[config.mk]
export PLATFORM = sky130hd
export DESIGN_NAME = cartridge_mapper_ram_bank
export DESIGN_NICKNAME = d
export VERILOG_FILES = /design/src/rtl/core/cmrb_pkg.sv /design/src/rtl/core/cmrb_decode.sv /design/src/rtl/core/cmrb_ram.sv /design/src/rtl/core/cartridge_mapper_ram_bank.sv
export SDC_FILE = /design/constraint.sdc
export NUM_CORES = 2
export LEC_CHECK = 0
export BUFFER_PORTS_ARGS = -buffer_cell sky130_fd_sc_hd__buf_4
export CAP_MARGIN = 20
export CORE_UTILIZATION = 30
export CTS_BUF_LIST = sky130_fd_sc_hd__clkbuf_4 sky130_fd_sc_hd__clkbuf_8
export CTS_CLUSTER_DIAMETER = 50
export DETAILED_ROUTE_END_ITERATION = 7
export HOLD_SLACK_MARGIN = 0.06
export PLACE_DENSITY = 0.52
export SLEW_MARGIN = 20
export SYNTH_ARGS = -nofsm -noshare
export SYNTH_HDL_FRONTEND = slang
export SYNTH_SLANG_ARGS = --single-unit
[constraint.sdc]
create_clock -name clk -period 19.6 [get_ports clk]
set_input_delay 0.98 -clock clk [delete_from_list [all_inputs] [get_ports clk]]
set_output_delay 0.98 -clock clk [all_outputs]
set_load 0.05 [all_outputs]
[src/rtl/core/cmrb_pkg.sv]
// ----------------------------------------------------------------------------
// cmrb_pkg
// Shared types and constants of the cartridge mapper RAM bank controller.
// ----------------------------------------------------------------------------
`default_nettype none

package cmrb_pkg;

    localparam int unsigned RAM_DEPTH = 512;
    localparam int unsigned RAM_AW    = $clog2(RAM_DEPTH);
    localparam int unsigned NIB_W     = 4;

    localparam logic [15:0] ENABLE_TOP  = 16'h1FFF;
    localparam logic [15:0] BANK_LOW    = 16'h2000;
    localparam logic [15:0] BANK_TOP    = 16'h3FFF;
    localparam logic [15:0] WINDOW_BASE = 16'hA000;
    localparam logic [15:0] WINDOW_TOP  = 16'hA1FF;
    localparam int unsigned ADDR_SEL_BIT = 8;

    localparam logic [7:0]       ENABLE_MASK = 8'h0A;
    localparam logic [NIB_W-1:0] BANK_RESET  = 4'h1;

    localparam logic ACT_READ  = 1'b0;
    localparam logic ACT_WRITE = 1'b1;

    typedef struct packed {
        logic enable_wr;
        logic bank_wr;
        logic win_wr;
        logic win_rd;
        logic handled;
    } decode_t;

endpackage

`default_nettype wire

[src/rtl/core/cmrb_decode.sv]
// ----------------------------------------------------------------------------
// cmrb_decode
// Address and access-kind decode of one bus item into region hits.
// ----------------------------------------------------------------------------
`default_nettype none

module cmrb_decode (
    input  wire logic          action,
    input  wire logic [15:0]   address,
    output cmrb_pkg::decode_t  dec
);
    import cmrb_pkg::*;

    logic is_wr;
    logic sel_bit;
    logic in_enable;
    logic in_bank;
    logic in_win;

    always_comb
    begin
        is_wr     = (action == ACT_WRITE);
        sel_bit   = address[ADDR_SEL_BIT];
        in_enable = (address <= ENABLE_TOP) && !sel_bit;
        in_bank   = (address >= BANK_LOW) && (address <= BANK_TOP) && sel_bit;
        in_win    = (address >= WINDOW_BASE) && (address <= WINDOW_TOP);

        dec.enable_wr = is_wr && in_enable;
        dec.bank_wr   = is_wr && !in_enable && in_bank;
        dec.win_wr    = is_wr && !in_enable && !in_bank && in_win;
        dec.win_rd    = !is_wr && in_win;
        dec.handled   = dec.enable_wr || dec.bank_wr || dec.win_wr || dec.win_rd;
    end

endmodule

`default_nettype wire

[src/rtl/core/cmrb_ram.sv]
// ----------------------------------------------------------------------------
// cmrb_ram
// 512 x 4 nibble RAM, one write and one registered read per cycle, with a
// clearing sweep after reset.
// ----------------------------------------------------------------------------
`default_nettype none

module cmrb_ram (
    input  wire logic                                clk,
    input  wire logic                                rst_n,
    input  wire logic                                we,
    input  wire logic [cmrb_pkg::RAM_AW-1:0]         waddr,
    input  wire logic [cmrb_pkg::NIB_W-1:0]          wdata,
    input  wire logic                                re,
    input  wire logic [cmrb_pkg::RAM_AW-1:0]         raddr,
    output logic      [cmrb_pkg::NIB_W-1:0]          rdata,
    output logic                                     ready
);
    import cmrb_pkg::*;

    logic [NIB_W-1:0]  mem [RAM_DEPTH];
    logic [RAM_AW-1:0] clr_cnt_reg;
    logic [RAM_AW-1:0] clr_cnt_next;
    logic              clearing_reg;
    logic              clearing_next;
    logic [NIB_W-1:0]  rdata_reg;

    logic              mem_we;
    logic [RAM_AW-1:0] mem_waddr;
    logic [NIB_W-1:0]  mem_wdata;

    always_comb
    begin
        clr_cnt_next  = clr_cnt_reg;
        clearing_next = clearing_reg;
        if (clearing_reg)
        begin
            clr_cnt_next = clr_cnt_reg + 1'b1;
            if (clr_cnt_reg == RAM_AW'(RAM_DEPTH - 1))
                clearing_next = 1'b0;
        end
        mem_we    = clearing_reg || we;
        mem_waddr = clearing_reg ? clr_cnt_reg : waddr;
        mem_wdata = clearing_reg ? '0 : wdata;
    end

    always_ff @(posedge clk or negedge rst_n)
    begin
        if (!rst_n)
        begin
            clr_cnt_reg  <= '0;
            clearing_reg <= 1'b1;
        end
        else
        begin
            clr_cnt_reg  <= clr_cnt_next;
            clearing_reg <= clearing_next;
        end
    end

    always_ff @(posedge clk)
    begin
        if (mem_we)
            mem[mem_waddr] <= mem_wdata;
        if (re)
            rdata_reg <= mem[raddr];
    end

    assign rdata = rdata_reg;
    assign ready = !clearing_reg;

endmodule

`default_nettype wire

[src/rtl/core/cartridge_mapper_ram_bank.sv]
// ----------------------------------------------------------------------------
// cartridge_mapper_ram_bank
// Cartridge bank controller: RAM enable and ROM bank registers plus a
// 512 x 4 nibble RAM window, one bus access per item.
// ----------------------------------------------------------------------------
// After reset the block sweeps its nibble RAM to zero, one entry per cycle,
// and holds in_stall high until the sweep ends. It then takes one item per
// cycle while the output does not stall. The accepting edge loads the middle
// stage and the registered RAM read; the edge on which the middle stage
// advances loads the output stage, where the item's result is offered.
// A stalled output backs up through the single middle stage to in_stall.
`default_nettype none

module cartridge_mapper_ram_bank (
    input  wire logic        clk,
    input  wire logic        rst_n,
    input  wire logic        in_valid,
    output logic             in_stall,
    input  wire logic        action,
    input  wire logic [15:0] address,
    input  wire logic [7:0]  write_data,
    output logic             out_valid,
    input  wire logic        out_stall,
    output logic             handled,
    output logic [3:0]       read_data,
    output logic [3:0]       rom_bank,
    output logic             bank_written
);
    import cmrb_pkg::*;

    decode_t           dec;
    logic              in_acc;
    logic              advance;
    logic              ram_ready;
    logic              ram_on;
    logic [NIB_W-1:0]  ram_rdata;
    logic [NIB_W-1:0]  bank_next;

    logic [7:0]        enable_reg;
    logic [NIB_W-1:0]  bank_reg;

    logic              p1_valid_reg;
    logic              p1_handled_reg;
    logic              p1_rd_en_reg;
    logic [NIB_W-1:0]  p1_bank_reg;
    logic              p1_bw_reg;

    logic              out_valid_reg;
    logic              out_handled_reg;
    logic [NIB_W-1:0]  out_rdata_reg;
    logic [NIB_W-1:0]  out_bank_reg;
    logic              out_bw_reg;

    cmrb_decode u_decode (
        .action  (action),
        .address (address),
        .dec     (dec)
    );

    cmrb_ram u_ram (
        .clk   (clk),
        .rst_n (rst_n),
        .we    (in_acc && dec.win_wr && ram_on),
        .waddr (address[RAM_AW-1:0]),
        .wdata (write_data[NIB_W-1:0]),
        .re    (in_acc),
        .raddr (address[RAM_AW-1:0]),
        .rdata (ram_rdata),
        .ready (ram_ready)
    );

    always_comb
    begin
        ram_on    = ((enable_reg & ENABLE_MASK) == ENABLE_MASK);
        advance   = p1_valid_reg && (!out_valid_reg || !out_stall);
        in_stall  = !ram_ready || (p1_valid_reg && !advance);
        in_acc    = in_valid && !in_stall;
        bank_next = dec.bank_wr ? write_data[NIB_W-1:0] : bank_reg;
    end

    always_ff @(posedge clk or negedge rst_n)
    begin
        if (!rst_n)
        begin
            enable_reg    <= '0;
            bank_reg      <= BANK_RESET;
            p1_valid_reg  <= 1'b0;
            out_valid_reg <= 1'b0;
        end
        else
        begin
            if (in_acc)
            begin
                if (dec.enable_wr)
                    enable_reg <= write_data;
                bank_reg <= bank_next;
            end
            if (in_acc)
                p1_valid_reg <= 1'b1;
            else if (advance)
                p1_valid_reg <= 1'b0;
            if (advance)
                out_valid_reg <= 1'b1;
            else if (!out_stall)
                out_valid_reg <= 1'b0;
        end
    end

    always_ff @(posedge clk)
    begin
        if (in_acc)
        begin
            p1_handled_reg <= dec.handled;
            p1_rd_en_reg   <= dec.win_rd && ram_on;
            p1_bank_reg    <= bank_next;
            p1_bw_reg      <= dec.bank_wr;
        end
        if (advance)
        begin
            out_handled_reg <= p1_handled_reg;
            out_rdata_reg   <= p1_rd_en_reg ? ram_rdata : '0;
            out_bank_reg    <= p1_bank_reg;
            out_bw_reg      <= p1_bw_reg;
        end
    end

    assign out_valid    = out_valid_reg;
    assign handled      = out_handled_reg;
    assign read_data    = out_rdata_reg;
    assign rom_bank     = out_bank_reg;
    assign bank_written = out_bw_reg;

endmodule

`default_nettype wire
==> run_results.csv <==
group,metric,value,unit
run_status,status,"finished, final reports clean",
sta,fmax,0.186,GHz
clocking,path_clk_slew,0.06,ns
floorplan,core_region_area,0.279,mm^2
sta,hold_viol,0,
critical_path,worstSetupPathType,"in2reg",
detailed_routing,wl_per_cell,25.3,um
yosys,synth_top_area_frac,0.737,
global_routing,grt_antenna_before_repair,9,
sta,post-route-min-period,5.39,ns
yosys,async_flop_share,0.00862,
yosys,ys_types,79,
place,dp_hpwl,127000,um
critical_path,crit_chain,"buf_8 -> buf_12 -> buf_4 -> buf_4 -> mux2i_1 -> o221ai_1 -> o22ai_1 -> a222oi_1 -> nand3_1 -> nand2_1 -> o2111a_1",
sta,fin_setup_tns,0,ns
sta,period_share,0.275,
yosys,avgSynthCellArea,18.6,um^2
yosys,yosys_warnings,0,
floorplan,die_y,532,um
cells_and_area,area_growth,12.0,%
detailed_routing,routed_wl,219000,um
power_and_ir_drop,power_density,95.3,mW/mm^2
yosys,seq_area_frac_synth,0.743,
cells_and_area,largest_reg_flops,2048,
yosys,synth_area_leader_cell,"edfxtp_1",
floorplan,die-area,0.283,mm^2
detailed_routing,vias,43900,
clocking,cts_buffer_depth,4,
critical_path,start_kind,"primary input",
yosys,synthesis.nets,4553,
yosys,yosys_most_used_dff,"edfxtp_1",
sta,worst_pin_slew,1.23,ns
clocking,worstSkewPairLatency,1.03,ns
cells_and_area,layout-drive-gt1-share,0.191,
clocking,cts_max_level,5,
sta,skew,0.0547,ns
yosys,syn_area,0.0842,mm^2
floorplan,die_w,532,um
global_routing,grt_max_degree,211,
detailed_routing,via_per_inst,5.06,
sta,setup_violations,0,
cells_and_area,nNetsFinal,4724,
global_routing,grt_pass1_vias,45000,
sta,rsz0062_at_grt,"false",
hold_path,hp-class,"in2reg",
yosys,ys_ff_latch,2087,
clocking,clkSinkCount,2087,
global_routing,grt_pass1_wl,317000,um
critical_path,worstPathRequired,20.47,ns
detailed_routing,ant_nets,0,
cells_and_area,final_util,0.338,
global_routing,overflow,0,
place,gp_congestion,0.777,
yosys,synth-edff-count,2069,
power_and_ir_drop,p_leak,29.3,nW
critical_path,slowest_delay,0.89,ns
critical_path,path_common_cell,"buf_4",
detailed_routing,drtPass1Iterations,6,
global_routing,grt_usage,0.152,
cells_and_area,final_cell_area,0.0943,mm^2
sta,finalMaxSlewViolations,0,
place,placed_area,0.0879,mm^2
critical_path,worst_ep_arrival_time,6.26,ns
yosys,yosys-top-cells-area,"edfxtp_1 (74%), mux4_2 (6.8%), mux2i_1 (4.5%)",
power_and_ir_drop,vdd_drop_max,0.0784,mV
clocking,cts_made_buffers,350,
yosys,synthCells,4522,
run,maxCapViolCount,0,
floorplan,start_util,0.302,
place,numPortBuffers,36,
critical_path,crit_path_top_delay_cell,"buf_4",
clocking,cts_tree,"built",
detailed_routing,drc,0,
critical_path,worstPathMaxFanout,101,
critical_path,rrSetupSlack,15.12,ns
critical_path,worst_setup_path_end_kind,"flip-flop",
sta,maxSlewHeadroom,0.177,
floorplan,num_rows,194,
floorplan,ioPinCount,41,
clocking,cts-root-buf,"clkbuf_8",
detailed_routing,drt-initial-drc-count,3984,
per-stage QoR:
step	hold WS, ns	total power, W	instances	setup WS, ns
after global placement	0.404	0.00547	8061	13.20
after floorplan	0.400	0.00537	4522	3.59
after detailed placement	0.406	0.00547	8064	13.18
final	0.186	0.00899	8664	14.21
after global routing	0.118	0.00929	8664	14.08
after CTS	0.0627	0.00909	8663	14.34
critical path, delay by kind of cell:
family	cells	cell delay, ns
buffers and inverters	4	2.67
AO/OA/AOI/OAI	4	1.32
AND/OR/NAND/NOR	2	0.62
multiplexers	1	0.20
synth_stat cells (all sizes together) (8+ instances only):
cell type,n
nor3,39
o32ai,9
nand2,142
nor4,15
nor2b,10
mux2,19
inv,10
o22ai,83
o2bb2ai,8
nand4,15
dfrtp,16
mux4,338
nand3,46
a21oi,95
o31ai,12
buf,167
o21ai,58
nor2,567
mux2i,378
edfxtp,2069
o221ai,174
nand2b,10
a31oi,14
and2,13
a222oi,10
clkbuf,130
cells in the final DEF, fill, tap and decap left out, drive strengths merged, types with 13 or more instances in the layout:
| master | n |
|---|---|
| edfxtp | 2069 |
| nor2 | 567 |
| clkbuf | 448 |
| mux2i | 378 |
| mux4 | 338 |
| o221ai | 174 |
| nand2 | 142 |
| clkinv | 138 |
| buf | 115 |
| a21oi | 95 |
| o22ai | 83 |
| o21ai | 58 |
| nand3 | 46 |
| nor3 | 39 |
| mux2 | 19 |
| dfrtp | 16 |
| nand4 | 15 |
| nor4 | 15 |
| a31oi | 14 |
| and2 | 13 |
logic make-up after synthesis:
group | after synthesis | synth area share
DFF | 2087 | 0.743
and+or+nand+nor | 877 | 0.0439
muxes | 735 | 0.142
AOI/OAI and AO/OA | 505 | 0.0438
buffers and inverters | 308 | 0.0267
xor gates and xnor gates | 8 | 0.000832
adders and majority gates | 2 | 0.000297
final cells by class:
cell class / count / area (um^2)
clock buffers: 448 / 5600
flip-flops and latches: 2087 / 62600
clock inverters: 150 / 781
fillers: 26400 / 185000
repair buffers: 116 / 1000
inverters: 11 / 48.8
diodes: 1 / 2.50
well taps: 3724 / 4660
multi-input cells: 2127 / 19700
layer usage:
layer / share of wire / global-route usage / vias to the layer above
met5: 0 / 0 / -
met4: 0.025 / 0.0467 / 0
met3: 0.057 / 0.0267 / 332
met2: 0.49 / 0.251 / 1502
met1: 0.43 / 0.205 / 23200
li1: - / - / 18800
final timing paths:
path | start | end | cells after the start
min reg2reg | p1_bank_reg[0] | rom_bank[0] | 0
min | out_stall | out_valid | 2
max reg2reg | u_ram.clearing_reg | u_ram.mem[105][1] | 7
min in group asynchronous | rst_n | enable_reg[1] | 2
max | address[0] | u_ram.rdata[2] | 11
max in group asynchronous | rst_n | u_ram.clearing_reg | 2
power by group:
part           switching, W  total, W  internal (W)  leakage [nW]
clock               0.00170   0.00362       0.00192          3.37
sequential       0.00000585   0.00493       0.00492          18.8
combinational      0.000302  0.000447      0.000145          7.09
total               0.00201   0.00899       0.00699          29.3
what timing repair did:
item,CTS,global route
setup buffers,0,0
hold endpoints to repair,18,0
hold buffers,1,0
resized for setup,0,0
Note: power is estimated with default switching activity, not from simulation.
